<file path="src/design/csrmv_pkg.sv">
// ----------------------------------------------------------------------------
// csrmv_pkg
// Shared widths, opcodes and the command word passed from front to back.
// ----------------------------------------------------------------------------
package csrmv_pkg;

  localparam int VEC_DEPTH_DEF = 1024;
  localparam int QUEUE_DEPTH   = 4;
  localparam int IDX_W         = 10;
  localparam int ROW_W         = 16;
  localparam int PART_W        = 32;
  localparam int ACC_W         = 64;
  localparam int ADDR_MAX_W    = 16;
  localparam int IDX_EXT_W     = ADDR_MAX_W + 1;

  localparam logic [1:0] OP_WRITE = 2'd0;
  localparam logic [1:0] OP_MAC   = 2'd1;
  localparam logic [1:0] OP_EMPTY = 2'd2;

  typedef enum logic [1:0] {
    KIND_WRITE,
    KIND_MAC,
    KIND_EMPTY
  } kind_t;

  typedef struct packed {
    kind_t                     kind;
    logic                      in_range;
    logic [ADDR_MAX_W-1:0]     addr;
    logic signed [PART_W-1:0]  re;
    logic signed [PART_W-1:0]  im;
    logic                      end_of_row;
  } cmd_t;

endpackage

</file>
<file path="src/design/csrmv_queue.sv">
// ----------------------------------------------------------------------------
// csrmv_queue
// Short command queue that decouples the front from the back.
// ----------------------------------------------------------------------------
module csrmv_queue (
  input  logic             clk,
  input  logic             rst,
  input  logic             push,
  input  csrmv_pkg::cmd_t  push_cmd,
  output logic             full,
  input  logic             pop,
  output logic             head_valid,
  output csrmv_pkg::cmd_t  head_cmd
);

  localparam int DEPTH = csrmv_pkg::QUEUE_DEPTH;
  localparam int PTR_W = $clog2(DEPTH);
  localparam int CNT_W = $clog2(DEPTH + 1);

  csrmv_pkg::cmd_t  slots [DEPTH];
  logic [PTR_W-1:0] wr_ptr;
  logic [PTR_W-1:0] rd_ptr;
  logic [CNT_W-1:0] count;

  assign full       = count == CNT_W'(DEPTH);
  assign head_valid = count != '0;
  assign head_cmd   = slots[rd_ptr];

  always_ff @(posedge clk) begin
    if (push) begin
      slots[wr_ptr] <= push_cmd;
    end
  end

  always_ff @(posedge clk) begin
    if (rst) begin
      wr_ptr <= '0;
      rd_ptr <= '0;
      count  <= '0;
    end else begin
      if (push) begin
        wr_ptr <= (wr_ptr == PTR_W'(DEPTH - 1)) ? '0 : wr_ptr + 1'b1;
      end
      if (pop) begin
        rd_ptr <= (rd_ptr == PTR_W'(DEPTH - 1)) ? '0 : rd_ptr + 1'b1;
      end
      if (push && !pop) begin
        count <= count + 1'b1;
      end else if (pop && !push) begin
        count <= count - 1'b1;
      end
    end
  end

  a_no_overflow: assert property (@(posedge clk) disable iff (rst)
    !(push && full))
    else $error("queue written while full");

  a_no_underflow: assert property (@(posedge clk) disable iff (rst)
    pop |-> head_valid)
    else $error("queue read while empty");

endmodule

</file>
<file path="config.mk">
export PLATFORM = sky130hd
export DESIGN_NAME = csrmv_queue
export DESIGN_NICKNAME = d
export VERILOG_FILES = /design/src/design/csrmv_pkg.sv /design/src/design/csrmv_queue.sv
export SDC_FILE = /design/constraint.sdc
export NUM_CORES = 1
export LEC_CHECK = 0
export BUFFER_PORTS_ARGS = -buffer_cell sky130_fd_sc_hd__buf_4
export CORE_UTILIZATION = 45
export CTS_CLUSTER_SIZE = 14
export DETAILED_ROUTE_END_ITERATION = 8
export GPL_ROUTABILITY_DRIVEN = 0
export HOLD_SLACK_MARGIN = 0.12
export PLACE_DENSITY = 0.65
export SLEW_MARGIN = 10
export SYNTH_ARGS = -nofsm -noshare
export SYNTH_HDL_FRONTEND = slang
export SYNTH_SLANG_ARGS = --single-unit
export TNS_END_PERCENT = 50
</file>
<file path="constraint.sdc">
create_clock -name clk -period 3.4 [get_ports clk]
set_input_delay 0.17 -clock clk [delete_from_list [all_inputs] [get_ports clk]]
set_output_delay 0.17 -clock clk [all_outputs]
set_load 0.02 [all_outputs]
</file>
# Word-level counts from Yosys, hierarchy flattened
# Memory sizes are Yosys's and may differ from the RTL's. A register that Yosys moved wholly into a read port is not among the register bits.
# Index checks and enable logic that the tools add are counted.
dict set report classes {
  n_addsub 4
  n_eq_ne 3
  n_mux 8
  n_reduce_logical 6
}
# cell n
set op_table {}
lappend op_table {{$mux 2} 4}
lappend op_table {{$mux 3} 2}
lappend op_table {{$add 2x1->2 const B} 2}
lappend op_table {{$eq 2x2->1 const B} 2}
lappend op_table {{$add 3x1->3 const B} 1}
lappend op_table {{$eq 3x3->1 const B} 1}
lappend op_table {{$reduce_bool 3->1} 1}
lappend op_table {{$sub 3x1->3 const B} 1}
lappend op_table {{$logic_and 1x1->1} 2}
lappend op_table {{$logic_not 1->1} 2}
lappend op_table {{$mux 1} 2}
lappend op_table {{$reduce_bool 2->1} 1}
dict set report word_totals {
  reg_bits 7
  ramBits 336
  inputBits 88
  mem_count 1
}
# memory depth word_bits rd rd_ports_with_merged_regs wr line
set mem_list {}
lappend mem_list {slots 4 84 1 1 1 csrmv_queue.sv:20} ;# csrmv_pkg::cmd_t slots [DEPTH];

# Longest topological paths before layout
dict set report logic_depth {
  depth_word 4
  mapped_depth 7
  mapped_depth_nobuf 7
}

# Worst setup path after synthesis
# Ideal clock, no wire load.
dict set report synth_path {
  path_kind {reg2reg}
  startpoint {reg wr_ptr[0]}
  endpoint {mem slots[3][0] (netlist name) (enable)}
  setup_ps 451
  arrival_time_ps 2500
  t_required_ps 2949
  slack_ps 449
  stages_incl_launch_ff 3
  period_less_slack_ps 2951
  path_cell_list {dfxtp_1 ha_1 and2_1}
}
# element line
set synth_lines {}
lappend synth_lines {{from (decl)} csrmv_queue.sv:21} ;# logic [PTR_W-1:0] wr_ptr;
lappend synth_lines {{from (signal assigned)} csrmv_queue.sv:42} ;# wr_ptr <= (wr_ptr == PTR_W'(DEPTH - 1)) ? '0 : wr_ptr + 1'b1;
lappend synth_lines {{to (decl)} csrmv_queue.sv:20}
# No word-level cell before the write port.

==> impl.org <==
** Status
- The run finished with clean final reports.

** Power and ir drop
- Leakage power of the design :: between 5 and 6 nW
- Internal :: 7.67 mW
- Peak supply drop :: between 0.3 and 0.4 mV
- Net switching is 21.6% of the power.
- In this run, the combinational gates consume 10.9% of the power.
- Pwr dens :: ~600 nW/µm²
- Sequential cells burn 50.5% of the power.
- Total design power :: 9.79 mW
- In this run the power spent charging and discharging nets is around 2.1 mW.
- In this run, the clock network consumes about 39% of the power.

** Finish
- Excluding fillers, the count of instances in the completed layout stands at 1,175.
- Cells with a size suffix above 1 make up 40.3% of the layout.
- From synthesis to final layout, the design area changed by 30.5%.
- Leaving out fill and tap cells, the most frequent cells in the layout are edfxtp_1 (336), buf_4 (176), dlygate4sd3_1 (88).
- Net count reported at finish :: approximately 870
- Most common library cell in the layout ignoring fill and taps :: edfxtp_1

** Min path
- In this run the worst hold path is classified as in -> reg.
- The worst hold path begins at push_cmd[76].

** Worst setup path
- RR Startpoint :: wr_ptr[0]
- Required time worst endpoint :: about 3200 ps
- The worst setup path is captured at an output port.
- For the worst setup path, the data arrival time is between 2000 and 2500 ps.
- The worst setup path is launched from a register.
- Path type of the worst setup path :: reg -> out
- On the worst path, the slowest cell contributes a delay of 850 ps.
- In this run the worst path has a maximum fanout of 48.
- Cell type of the slowest stage on the worst timing path :: dfxtp_4
- Critical path, cell by cell :: buf_12 > mux4_2 > buf_4

** Detailed routing
- Remaining DRCs :: 0
- DRT met1 WL :: ~9600 µm
- Before antenna repair, the detailed router went through 4 iterations.
- Ratio of routed vias to standard cells :: between 5 and 6
- In this run the remaining antenna-violating nets after routing total 0.
- For this block, the initial DRC count from the detailed router was between 300 and 400.
- Drt total wl :: roughly 23,000 µm
- Detailed routing placed a total of roughly 1500 µm of wire on met3.
- Vias post-DR :: around 5,900
- The detailed router used layers up to and including met4.
- Post-detailed-route wirelength per cell :: around 20 µm
- Met2 wire len :: ~12,000 µm

** Floorplanning
- The initial utilization of the core area, before any placement, comes to around 46%.
- The die covers ~29,000 µm².
- During I/O placement, the number of pins put on the boundary was around 170.
- Chip Width :: 169 µm
- Measured along the y axis, the die boundary spans between 150 and 200 µm.
- The initialized floorplan defines 60 standard-cell rows.
- The total area inside the core boundary comes to between 20,000 and 30,000 µm².

** Timing
- Final hold analysis gives a worst-case slack of 402 ps.
- On the final layout, the worst clock skew is just over 7 ps.
- Of the available clock period, the critical path in the final layout requires a little under three quarters.
- Maximum clock frequency :: about 410 MHz
- The final-report max-slew violation count came to 0.
- Setup violations remaining at the end of the flow were counted as 0.
- Transition time of the tightest slew-check pin :: 829 ps
- Final number of hold-violating endpoints :: 0
- Relative max-transition margin :: 44.7%
- Setup TNS Final :: 0 ps
- The worst path needs around 2400 ps of the cycle, external delays included.
- Setup repair after global routing missed its margin :: no

** Run
- Count of maximum capacitance violations :: 0

** Logic synthesis
- The number of nets in the synthesized netlist is 577.
- Number of distinct library cells after synthesis :: 18
- Register area share after synthesis :: around four fifths
- Flops & latches, synth :: 345
- Number of warnings issued by yosys :: 0
- The cell area that synthesis handed to floorplanning was approximately 13,000 µm².
- Post-Syn Area per Cell :: between 20 and 30 µm²
- Number of cells produced by synthesis :: 482

** Clock network
- At the later pin of the worst-skew pair, clock insertion delay measures around 500 ps.
- Num CTS Buffers :: 37
- After clock tree synthesis, the clock-pin slew on the worst setup and hold paths is 60 ps.
- Clock tree from TritonCTS :: done
- Longest Clk Path Bufs :: 3
- In this run the number of H-tree levels came out at 2.
- Clock tree synthesis selected as its root buffer the cell clkbuf_16.
- Cells resized by post-CTS repair :: 0
- Sinks on the clock net :: between 300 and 400

** Global routing
- The first global-routing pass estimated 35,600 µm of wire.
- After global routing the overflow that remains totals 0.
- Number of global-route vias before repair :: around 6,500
- Number of antenna violations at the first check in global routing :: 1
- Entering global routing, the biggest net connects around 50 pins.
- In the global route stage, overall resource usage came out at roughly 17%.

** Place
- Detailed-placement wirelength estimate :: 13,400 µm
- Total instance count after detailed placement :: just over 1,000
- Number of input and output port buffers inserted :: between 150 and 200
[path summary, 6_finish.rpt]
check | slack, ps | end | cells after the start
worst max-delay path | 980 | head_cmd[42] | 3
worst min-delay path | 400 | slots[3][76] | 2
worst max register to register | 1440 | slots[0][39] | 4
worst min register to register | 510 | count[2] | 2
[what timing repair did]
action	in CTS	in global routing
hold buffers	88	0
endpoints found under the hold margin	345	0
buffers inserted	0	0
[power groups by stage]
| stage | Clock [mW] | Combinational (mW) | Sequential [mW] |
|---|---|---|---|
| after CTS | 3.88 | 1.09 | 4.95 |
| after detailed placement | 0 | 1.00 | 5.04 |
| after global routing | 4.01 | 1.14 | 4.96 |
| after floorplan | 0 | 0.575 | 5.01 |
| final | 3.77 | 1.07 | 4.94 |
| after global placement | 0 | 0.986 | 5.02 |
[worst max-delay path: cells and delay by family (launching register included)]
family | cells | cell delay [ps]
muxes | 1 | 360
buffers and inverters | 2 | 500
DFF | 1 | 850
[synthesized netlist by cell type]
master / number / area share (%)
a21oi_1: 2 / 0.080
and2_1: 4 / 0.20
buf_2: 7 / 0.28
buf_4: 2 / 0.12
buf_6: 7 / 0.63
clkbuf_1: 2 / 0.060
dfxtp_1: 9 / 1.4
edfxtp_1: 336 / 80
fa_1: 1 / 0.16
ha_1: 6 / 0.60
inv_1: 4 / 0.12
mux2i_1: 4 / 0.32
mux4_2: 84 / 15
nor2_1: 7 / 0.21
nor3b_1: 2 / 0.12
o21ai_0: 1 / 0.040
or3_1: 2 / 0.10
xor2_1: 2 / 0.14
[layout make-up]
type                            count  area (µm²)
Tap cell                          372         465
Clock inverter                     18         135
Clock buffer                       50        1030
Fill cell                        1969       10800
Timing Repair Buffer              270        2320
Antenna cell                        1        2.50
Inverter                            4        15.0
Sequential cell                   345       10300
Multi-Input combinational cell    115        2150
[flip-flops by register name, indices dropped and copies added, names as in the netlist, named ones only]
register	count
count	3
rd_ptr	2
slots	336
wr_ptr	2
[metrics by stage]
step	setup WS (ps)	area, µm²	util [%]
2_1_floorplan	449	12600	-
3_3_place_gp	1440	14300	52.8
3_5_place_dp	1410	14300	52.8
4_1_cts	915	16400	60.3
5_1_grt	858	16400	60.3
6_report	982	16400	60.3
[layer usage]
layer / GRT usage, % / vias up
met2: 28.7 / 191
met1: 21.1 / 3058
met5: 0 / -
met3: 4.09 / 32
met4: 4.19 / 0
li1: - / 2665
[cells by family after synthesis]
logic type,Yosys count,synth area share [%]
flops,345,81.8
mux,88,15.4
buf+inv,22,1.21
simple gates,15,0.628
fa+ha+maj,7,0.757
compound gates,3,0.120
xor+xnor,2,0.139
Power figures use the tool's default switching activity.
